File: src/sv/ldl_pkg.sv
package ldl_pkg;

   localparam int DVD_W      = 68;
   localparam int CNT_W      = 7;
   localparam int IDX_W      = 5;
   localparam int S_W        = 40;
   localparam int Q_SHIFT    = 30;
   localparam int FRAC_SHIFT = 28;
   localparam int X_BITS     = 60;
   localparam int T_BITS     = 40;
   localparam int F_BITS     = 68;
   localparam int ANGLE_MUL  = 205;
   localparam int ANGLE_SHR  = 11;
   localparam int FIU_RESET  = 32;

   typedef enum logic [1:0] {
      FUNC_FIELD = 2'd0,
      FUNC_SPEED = 2'd1,
      FUNC_COEF  = 2'd2,
      FUNC_QUERY = 2'd3
   } func_type;

   typedef enum logic [2:0] {
      ST_OK        = 3'd0,
      ST_NO_FIELD  = 3'd1,
      ST_BAD_ANGLE = 3'd2,
      ST_LOAD_DONE = 3'd3,
      ST_SATURATED = 3'd4
   } status_type;

   typedef enum logic [4:0] {
      S_IDLE, S_LOAD, S_SRCH, S_SCMP, S_CHK, S_BCAP, S_RANGE, S_XDIV, S_C0,
      S_MUL, S_XP, S_T, S_TSTART, S_TDIV, S_CRD, S_CMUL, S_CACC, S_NEXT,
      S_FSTART, S_FDIV, S_FIN
   } state_type;

   typedef struct packed {
      logic capture;
      logic load_wr;
      logic set_load;
      logic set_nf;
      logic set_ang;
      logic srch_rd;
      logic srch_step;
      logic chk_rd;
      logic b_rd;
      logic b_cap;
      logic x_start;
      logic x_done;
      logic c0_cap;
      logic mul_x;
      logic xp_cap;
      logic t_cap;
      logic t_start;
      logic p_upd;
      logic c_rd;
      logic c_mul;
      logic c_acc;
      logic i_inc;
      logic f_start;
      logic f_done;
      logic emit;
   } cmd_type;

   typedef struct packed {
      logic cnt_zero;
      logic first_ok;
      logic less;
      logic hit;
      logic angle_ok;
      logic out_range;
      logic div_done;
      logic even_next;
      logic last_i;
      logic no_loop;
   } flag_type;

endpackage

File: src/sv/ldl_ctrl.sv
module ldl_ctrl import ldl_pkg::*; (
   input  logic     clock,
   input  logic     reset,
   input  logic     start,
   input  logic [1:0] func,
   input  flag_type flags,
   output cmd_type  cmd,
   output logic     busy
);

   state_type state_ff, state_in;

   always_comb begin
      state_in = state_ff;
      case (state_ff)
         S_IDLE: begin
            if (start) begin
               state_in = (func_type'(func) == FUNC_QUERY) ? S_SRCH : S_LOAD;
            end
         end
         S_LOAD: state_in = S_FIN;
         S_SRCH: begin
            if (!flags.cnt_zero) begin
               state_in = S_SCMP;
            end else if (flags.first_ok) begin
               state_in = S_CHK;
            end else begin
               state_in = S_FIN;
            end
         end
         S_SCMP: state_in = S_SRCH;
         S_CHK: begin
            state_in = (flags.hit && flags.angle_ok) ? S_BCAP : S_FIN;
         end
         S_BCAP: state_in = S_RANGE;
         S_RANGE: state_in = flags.out_range ? S_FIN : S_XDIV;
         S_XDIV: begin
            if (flags.div_done) begin
               state_in = S_C0;
            end
         end
         S_C0: state_in = flags.no_loop ? S_FSTART : S_MUL;
         S_MUL: state_in = S_XP;
         S_XP: state_in = S_T;
         S_T: state_in = S_TSTART;
         S_TSTART: state_in = S_TDIV;
         S_TDIV: begin
            if (flags.div_done) begin
               state_in = flags.even_next ? S_CRD : S_NEXT;
            end
         end
         S_CRD: state_in = S_CMUL;
         S_CMUL: state_in = S_CACC;
         S_CACC: state_in = S_NEXT;
         S_NEXT: state_in = flags.last_i ? S_FSTART : S_MUL;
         S_FSTART: state_in = S_FDIV;
         S_FDIV: begin
            if (flags.div_done) begin
               state_in = S_FIN;
            end
         end
         S_FIN: state_in = S_IDLE;
         default: state_in = S_IDLE;
      endcase
   end

   always_comb begin
      cmd = '0;
      case (state_ff)
         S_IDLE: cmd.capture = start;
         S_LOAD: begin
            cmd.load_wr  = 1'b1;
            cmd.set_load = 1'b1;
         end
         S_SRCH: begin
            cmd.srch_rd = !flags.cnt_zero;
            cmd.chk_rd  = flags.cnt_zero && flags.first_ok;
            cmd.set_nf  = flags.cnt_zero && !flags.first_ok;
         end
         S_SCMP: cmd.srch_step = 1'b1;
         S_CHK: begin
            cmd.set_nf  = !flags.hit;
            cmd.set_ang = flags.hit && !flags.angle_ok;
            cmd.b_rd    = flags.hit && flags.angle_ok;
         end
         S_BCAP: cmd.b_cap = 1'b1;
         S_RANGE: cmd.x_start = !flags.out_range;
         S_XDIV: cmd.x_done = flags.div_done;
         S_C0: cmd.c0_cap = 1'b1;
         S_MUL: cmd.mul_x = 1'b1;
         S_XP: cmd.xp_cap = 1'b1;
         S_T: cmd.t_cap = 1'b1;
         S_TSTART: cmd.t_start = 1'b1;
         S_TDIV: cmd.p_upd = flags.div_done;
         S_CRD: cmd.c_rd = 1'b1;
         S_CMUL: cmd.c_mul = 1'b1;
         S_CACC: cmd.c_acc = 1'b1;
         S_NEXT: cmd.i_inc = !flags.last_i;
         S_FSTART: cmd.f_start = 1'b1;
         S_FDIV: cmd.f_done = flags.div_done;
         S_FIN: cmd.emit = 1'b1;
         default: cmd = '0;
      endcase
   end

   always_ff @(posedge clock) begin
      if (reset) begin
         state_ff <= S_IDLE;
      end else begin
         state_ff <= state_in;
      end
   end

   assign busy = state_ff != S_IDLE;

   a_accept_busy: assert property (@(posedge clock) disable iff (reset)
      (start && !busy) |=> busy)
      else $error("accepted item did not raise busy");

endmodule

File: config.mk
export PLATFORM = sky130hd
export DESIGN_NAME = ldl_ctrl
export DESIGN_NICKNAME = d
export VERILOG_FILES = /design/src/sv/ldl_pkg.sv /design/src/sv/ldl_ctrl.sv
export SDC_FILE = /design/constraint.sdc
export NUM_CORES = 1
export LEC_CHECK = 0
export BUFFER_PORTS_ARGS = -buffer_cell sky130_fd_sc_hd__buf_4
export CAP_MARGIN = 20
export CELL_PAD_IN_SITES_DETAIL_PLACEMENT = 2
export CELL_PAD_IN_SITES_GLOBAL_PLACEMENT = 2
export CORE_AREA = 8 8 70 72
export CTS_CLUSTER_DIAMETER = 150
export CTS_CLUSTER_SIZE = 10
export DETAILED_ROUTE_END_ITERATION = 7
export DIE_AREA = 0 0 78 80
export MAX_ROUTING_LAYER = met4
export PLACE_DENSITY = 0.89
export SLEW_MARGIN = 20
export SYNTH_ARGS = -nofsm -noshare
export SYNTH_HDL_FRONTEND = slang
export SYNTH_SLANG_ARGS = --single-unit
export TNS_END_PERCENT = 5
File: constraint.sdc
create_clock -name clock -period 2.3 [get_ports clock]
set_clock_uncertainty 0.15 [all_clocks]
set_input_delay 0.115 -clock clock [delete_from_list [all_inputs] [get_ports clock]]
set_output_delay 0.115 -clock clock [all_outputs]
set_load 0.02 [all_outputs]
### Word-level counts from Yosys, hierarchy flattened

Cells that the tools add are included.

| storage, ports and cells | value |
|---|---|
| bits in registers | 5 |
| logic and storage cells | 76 |

| cells by class | value |
|---|---|
| eq/ne operators | 25 |
| muxes and demuxes | 37 |
| reduce and logical (&&, ||, !) cells | 13 |

Operators with widths:

| cell | count |
|---|---|
| $pmux W5 S20 | 1 |
| $mux W5 | 11 |
| $eq A5 B4 Y1 const B | 8 |
| $eq A5 B5 Y1 const B | 5 |
| $mux W1 | 22 |
| $eq A5 B3 Y1 const B | 4 |
| $eq A5 B2 Y1 const B | 2 |
| $ne A2 B2 Y1 const B | 4 |
| $logic_not A1 Y1 | 6 |
| $eq A5 B1 Y1 const B | 1 |
| $logic_not A5 Y1 | 1 |
| $reduce_bool A5 Y1 | 1 |
| $logic_and A1 B1 Y1 | 4 |
| $mux W2 | 2 |
| $reduce_and A4 Y1 | 1 |
| $eq A2 B2 Y1 const B | 1 |
| $pmux W1 S2 | 1 |

### Depth between registers and ports, before layout

Gate-level depths: netlist (run 1).

| logic depth | value |
|---|---|
| word-level depth | 4 |
| mapped depth | 7 |

### Worst setup path after synthesis (run 1)

Ideal clock, no wire load.

| timing | value |
|---|---|
| path kind | register to output |
| start point | register state_ff[3] |
| end point | output port cmd[21] (netlist bit) |
| arrival time | 1490 ps |
| data required time | 2035 ps |
| setup slack | 545 ps |
| stages on the path, launching flop included | 6 |
| path through | dfxtp_1 -> buf_2 -> buf_4 -> nor2_1 -> nand3_1 -> o32ai_1 |

RTL lines:

| what | RTL line | source |
|---|---|---|
| start, declared | ldl_ctrl.sv:11 | `state_type state_ff, state_in;` |
| start signal, assigned | ldl_ctrl.sv:110 | `state_ff <= state_in;` |
| end, declared | ldl_ctrl.sv:7 | `output cmd_type cmd,` |

==> impl_metrics.csv, run 1 <==
group,metric,value,unit
yosys,synthMuxAreaShare,0.01275,
yosys,synth_cell_types,47,
critical_path,cp.arrival,1.85,ns
worst_hold_path,worstHoldStart,"flags[3]",
clock_tree,cts_root_buf,"clkbuf_8",
finish,multiInputGateArea,693.2,um2
power_and_ir_drop,vdd_drop_max,369.6,uV
yosys,ys_seq_elements,5,
critical_path,path_class,"flip-flop to output port",
drt,viasPerCell,5.137,
yosys,syn_inst,138,
clock_tree,numCtsBuffers,3,
critical_path,ff2ff_setup_slack,0.25,ns
worst_hold_path,whs_endpoint,"state_ff[3]$_SDFFE_PP0P_",
placed_design,dp_hpwl,3.265,mm
clock_tree,cts_setup_buffers,0,
drt,dr.pass1.iters,4,
critical_path,worst-path-buf-inv,2,
critical_path,max_stage_delay,0.50,ns
finish,top_register,"state_ff",
finish,num-fill-cells,477,
finish,area_delta_synth_final,44.33,%
job,cap_violations,0,
placed_design,portBuffers,39,
floorplanning,fp.coreArea,3856,um2
yosys,synthDominantCellAreaShare,0.1133,
finish,final_cell_mix,"47 x buf_4, 23 x nor2_1, 15 x nand2_1",
finish,largest_register_ffs,5,
yosys,yosysSeqAreaShare,0.1133,
finish,seq_area,100.1,um2
timing,drv_slew,0,
global_route,grt_max_degree,18,
finish,finalNetCount,193,
floorplanning,initial_core_util,0.2291,
floorplanning,die_w,78,um
placed_design,placed_cell_area,1220,um2
yosys,syn-cell-area,883.3,um2
floorplanning,pin_count,41,
clock_tree,cts_buffer_depth,2,
floorplanning,dieArea,6240,um2
clock_tree,cts-resized-gates,0,
critical_path,r2r-end,"state_ff[0]$_SDFFE_PP0P_",
critical_path,r2r_cells,6,
finish,post-route-util,0.3306,
critical_path,rr_startpoint,"state_ff[3]$_SDFFE_PP0P_",
yosys,synthXorXnorAreaFrac,0.01983,
yosys,synthAdderAreaFrac,0,
critical_path,end_kind,"output port",
timing,max_freq,472.0,MHz
global_route,grt_pass1_wl,6.706,mm
timing,min_period,2.119,ns
drt,postRouteAntennaNets,0,
yosys,yosysWarnings,0,
finish,drive_above_1_share,0.3277,
timing,finalCritPeriodShare,0.9211,
drt,drc,0,
timing,slew_headroom,0.5957,
power_and_ir_drop,power_leakage,0.5417,nW
clock_tree,cts_tree,"yes",
global_route,grtUsageTotal,0.1336,
floorplanning,fp.dieH,80,um
timing,tightest_slew,0.6056,ns
yosys,synth_top_family_by_area,"simple AND/OR/NAND/NOR gates",
clock_tree,cts.sinks,5,
yosys,ys.flop_type,"dfxtp_1",
critical_path,critical_path.top_delay_family,"simple AND/OR/NAND/NOR gates",
timing,rsz0062_at_grt,"no",
power_and_ir_drop,powerDensity,928.9,nW/um2
run_status,status,"completed",
finish,n_antenna_cell,0,
floorplanning,row_count,23,
power_and_ir_drop,p_total,1.184,mW
timing,fin_setup_tns,0,ns
timing,setup_viol,0,
yosys,yosys.area_share.simple,0.4858,
worst_hold_path,whs_path_depth,4,
clock_tree,ctsHoldBuffers,1,
worst_hold_path,min_path_type,"input port to flip-flop",
drt,totalWireLength,4.121,mm
clock_tree,clk_pin_slew,0.04,ns
global_route,grt_remaining_overflow,0,
global_route,grt_pass1_vias,1307,
yosys,synth_edf_count,0,
critical_path,worst_path_max_delay_cell,"or3b_1",
placed_design,place.gp.congestion,0.8467,
drt,dr.first_iter.drc_count,52,
critical_path,start_kind,"flip-flop",
finish,largestRegisters,"state_ff: 5 flops",
yosys,synthArstFlopShare,0,
drt,avgRoutedWirePerCell,18.15,um
critical_path,cpMostUsedCell,"buf_4",
drt,vias,1166,
yosys,synthesis.nets,153,
yosys,yosys-top-cells-area,"dfxtp_1 11%, nor2_1 9.8%, nand2_1 6.4%",
critical_path,crit_fanout,16,
finish,final_area,1275,um2
yosys,synth_compound_area_frac,0.2663,
clock_tree,clock_latency,0.22,ns
timing,hold_violations,0,
finish,final_common_cell,"buf_4",
yosys,yosysTopAreaCell,"dfxtp_1",
critical_path,cp.required,2.04,ns
critical_path,cp_cell_sequence,"or3b_1, buf_4, nor2_2, and2_1, buf_4",
clock_tree,htreeDepth,1,
yosys,syn_avg_cell_area,6.401,um2
global_route,antenna_found_initial,0,
## cell usage after synthesis (all sizes together), types with 2 or more instances
cell type / instances
and3: 2
nand3: 5
nor3: 6
buf: 13
o21ai: 6
nor2: 24
nor3b: 3
inv: 3
nor4: 2
or3b: 2
and2: 3
nand2: 15
a211oi: 2
dfxtp: 5
o22ai: 3
o21a: 2
nand2b: 5
a21oi: 9
o32ai: 2
nor2b: 7
nand3b: 2
## worst max path at each step
stage,startpoint,to,slack (ns),cells after the start
after global routing,state_ff[4]$_SDFFE_PP0P_,cmd[7],0.09,5
after detailed placement,state_ff[3]$_SDFFE_PP0P_,state_ff[0]$_SDFFE_PP0P_,0.26,6
after floorplan,state_ff[3]$_SDFFE_PP0P_,cmd[21],0.55,5
after global placement,state_ff[3]$_SDFFE_PP0P_,state_ff[1]$_SDFFE_PP0P_,0.35,6
after CTS,state_ff[4]$_SDFFE_PP0P_,cmd[7],0.19,5
final,state_ff[4]$_SDFFE_PP0P_,cmd[7],0.18,5
## power breakdown
group | internal, mW | switching [mW] | total [mW]
Combinational | 0.345 | 0.463 | 0.808
Sequential | 0.113 | 0.0965 | 0.209
Clock | 0.119 | 0.0479 | 0.167
## per-layer routing
metal  GRT usage  wire length (um)  vias up
met3     0.01239                72        0
li1            -                 -      568
met1      0.1605              1968      572
met2      0.2389              2081       26
met5           -                 0        -
met4     0.02222                 0        0
## through the flow
| stage | hold slack, ns | instances | setup WS [ns] |
|---|---|---|---|
| detailed placement | 0.2030 | 222 | 0.2631 |
| CTS | 0.1057 | 227 | 0.1855 |
| floorplan | 0.05932 | 138 | 0.5454 |
| global placement | 0.1954 | 222 | 0.3520 |
| global route | 0.1326 | 227 | 0.09037 |
| finish | 0.1080 | 227 | 0.1815 |
## tightest hold or removal path, cell delays in order
cell,delay (ns)
buf_4,0.13
nor2_1,0.06
nand2_1,0.06
o21ai_1,0.06
## cell families after synthesis
group	after synthesis
and+or+nand+nor	80
AOI/OAI and AO/OA	34
buffers and inverters	16
DFF	5
xor gates and xnor gates	2
muxes	1
## cell type report
class / count / share of cell area
Inverter: 3 / 0.008832
Timing Repair Buffer: 48 / 0.2846
Multi-Input combinational cell: 117 / 0.5437
Clock buffer: 4 / 0.03533
Tap cell: 50 / 0.04907
Sequential cell: 5 / 0.07851
No activity file was read; power rests on OpenSTA's default activity.
==> run 2, diff against run 1 <==
--- a/config.mk
+++ b/config.mk
@@ -16,6 +16,7 @@
 export DIE_AREA = 0 0 78 80
 export MAX_ROUTING_LAYER = met4
 export PLACE_DENSITY = 0.89
+export REMOVE_ABC_BUFFERS = 1
 export SLEW_MARGIN = 20
 export SYNTH_ARGS = -nofsm -noshare
 export SYNTH_HDL_FRONTEND = slang
==> constraint.sdc (replaced) <==
create_clock -name clock -period 2.3 [get_ports clock]
set_clock_uncertainty 0.15 [all_clocks]
set_input_delay 0.115 -clock clock [delete_from_list [all_inputs] [get_ports clock]]
set_output_delay 0.115 -clock clock [all_outputs]
set_load 0.005 [all_outputs]
==> run 2 against run 1 <==
Combinational power down 12%. Non-clock buffer count unchanged. Flip-flop and latch count stayed put. Sequential share of layout area is the same. Worst hold slack worse by 0.0079 ns. Sequential power increased by 7%. Critical path depth down 1. Clock power decreased by 5%. Register-to-register slack better by 0.05 ns. Utilization unchanged. Cell area unchanged. Critical path type unchanged. Largest cell class unchanged. Highest routed layer unchanged.
==> impl_metrics.csv, run 2 (synthesized netlist as in run 1, its figures left out) <==
group,metric,value,unit
global_route,antenna_found_initial,0,
clock_tree,numCtsBuffers,3,
power_and_ir_drop,vdd_drop_max,245.3,uV
placed_design,dp_hpwl,3.206,mm
drt,wl_met1,1.789,mm
drt,viasPerCell,5.062,
critical_path,r2r-end,"state_ff[1]$_SDFFE_PP0P_",
drt,dr.first_iter.drc_count,42,
finish,area_delta_synth_final,44.33,%
timing,drv_slew,0,
critical_path,cp_cell_sequence,"buf_4, nand3_1, o32ai_1, buf_4",
drt,postRouteAntennaNets,0,
global_route,grt_pass1_wl,6.762,mm
timing,hold_violations,0,
floorplanning,pin_count,41,
clock_tree,clk_pin_slew,0.04,ns
placed_design,portBuffers,39,
floorplanning,fp.dieH,80,um
timing,finalCritPeriodShare,0.9115,
critical_path,max_stage_delay,0.78,ns
critical_path,worst_path_max_delay_cell,"dfxtp_1",
floorplanning,fp.coreArea,3856,um2
floorplanning,row_count,23,
critical_path,cpMostUsedCell,"buf_4",
finish,finalNetCount,193,
critical_path,worst-path-buf-inv,2,
finish,largest_register_ffs,5,
drt,maxUsedRoutingLayer,"met3",
critical_path,ff2ff_setup_slack,0.30,ns
global_route,grt_pass1_vias,1332,
run_status,status,"completed",
timing,slew_headroom,0.5169,
drt,dr.pass1.iters,4,
finish,n_antenna_cell,0,
finish,final_cell_mix,"47 x buf_4, 23 x nor2_1, 15 x nand2_1",
drt,vias,1149,
timing,max_freq,477.0,MHz
clock_tree,cts.sinks,5,
clock_tree,cts-resized-gates,0,
drt,drc,0,
job,cap_violations,0,
placed_design,place_ws,0.2992,ns
finish,drive_above_1_share,0.3277,
power_and_ir_drop,p_total,1.091,mW
critical_path,r2r_cells,5,
worst_hold_path,worstHoldStart,"flags[3]",
timing,min_period,2.096,ns
clock_tree,htreeDepth,1,
finish,fin_cells,227,
power_and_ir_drop,power_leakage,0.5414,nW
timing,tightest_slew,0.7236,ns
drt,wl_met2,2.031,mm
floorplanning,initial_core_util,0.2291,
clock_tree,clock_latency,0.22,ns
drt,wl_met3,131,um
drt,avgRoutedWirePerCell,17.41,um
global_route,grtUsageTotal,0.1328,
timing,rsz0062_at_grt,"no",
critical_path,critical_path.top_delay_family,"flip-flops",
power_and_ir_drop,powerDensity,856.0,nW/um2
finish,seq_area,100.1,um2
placed_design,place.gp.congestion,0.7719,
critical_path,cp.arrival,1.83,ns
critical_path,crit_fanout,21,
placed_design,numPlacedInstances,222,
critical_path,start_kind,"flip-flop",
timing,fin_setup_tns,0,ns
floorplanning,dieArea,6240,um2
critical_path,rr_startpoint,"state_ff[1]$_SDFFE_PP0P_",
clock_tree,cts_tree,"yes",
floorplanning,die_w,78,um
critical_path,cp.required,2.04,ns
clock_tree,cts_root_buf,"clkbuf_8",
worst_hold_path,whs_endpoint,"state_ff[3]$_SDFFE_PP0P_",
worst_hold_path,whs_path_depth,4,
worst_hold_path,min_path_type,"input port to flip-flop",
drt,totalWireLength,3.951,mm
finish,num-fill-cells,499,
timing,setup_viol,0,
finish,top_register,"state_ff",
finish,multiInputGateArea,693.2,um2
finish,largestRegisters,"state_ff: 5 flops",
finish,final_common_cell,"buf_4",
clock_tree,cts_buffer_depth,2,
global_route,grt_max_degree,22,
global_route,grt_remaining_overflow,0,
timing,timing.final.ws_setup,0.2036,ns
critical_path,end_kind,"output port",
critical_path,path_class,"flip-flop to output port",
-- run 2: cell counts in the layout (fill, tap and decap cells not counted) --
Identical to the previous run, type by type.
-- run 2: worst register-to-register path, cell delays in order (launching register included) --
cell     delay, ns
dfxtp_1       0.78
xor2_1        0.13
and3_1        0.23
a41oi_1       0.24
nand2_1       0.19
o22ai_1       0.21
-- run 2: layer usage --
layer  GRT usage  vias up
met5           -        -
met4     0.02037        0
met3     0.02027        0
met2      0.2373       24
met1      0.1557      563
li1            -      562
-- run 2: repair_timing --
action	CTS	global route
endpoints found under the hold margin	2	0
buffers inserted	0	0
hold buffers	1	0
-- run 2: worst max-delay path by stage --
stage / slack [ns] / startpoint / depth (start not counted) / to
after CTS: 0.17 / state_ff[1]$_SDFFE_PP0P_ / 4 / cmd[21]
after detailed placement: 0.30 / state_ff[1]$_SDFFE_PP0P_ / 5 / state_ff[1]$_SDFFE_PP0P_
after global routing: 0.04 / state_ff[1]$_SDFFE_PP0P_ / 4 / cmd[21]
final: 0.20 / state_ff[1]$_SDFFE_PP0P_ / 4 / cmd[21]
after global placement: 0.37 / state_ff[1]$_SDFFE_PP0P_ / 5 / state_ff[1]$_SDFFE_PP0P_
after floorplan: 0.52 / state_ff[0]$_SDFFE_PP0P_ / 4 / state_ff[4]$_SDFFE_PP0P_
-- run 2: final cells by class --
class,count,area share
Sequential cell,5,0.07851
Clock buffer,4,0.03533
Multi-Input combinational cell,117,0.5437
Tap cell,50,0.04907
Timing Repair Buffer,48,0.2846
Inverter,3,0.008832
-- run 2: where the power goes --
group | total, mW | internal, mW | switching, mW
sequential | 0.223 | 0.113 | 0.111
clock | 0.159 | 0.119 | 0.0402
combinational | 0.709 | 0.346 | 0.363
-- run 2: stage by stage --
stage	instance area, um2	util	hold slack [ns]
after detailed placement	1220	0.3164	0.2038
after floorplan	804.5	-	0.05932
after CTS	1275	0.3306	0.09781
after global routing	1275	0.3306	0.1061
after global placement	1220	0.3164	0.1968
final	1275	0.3306	0.1001
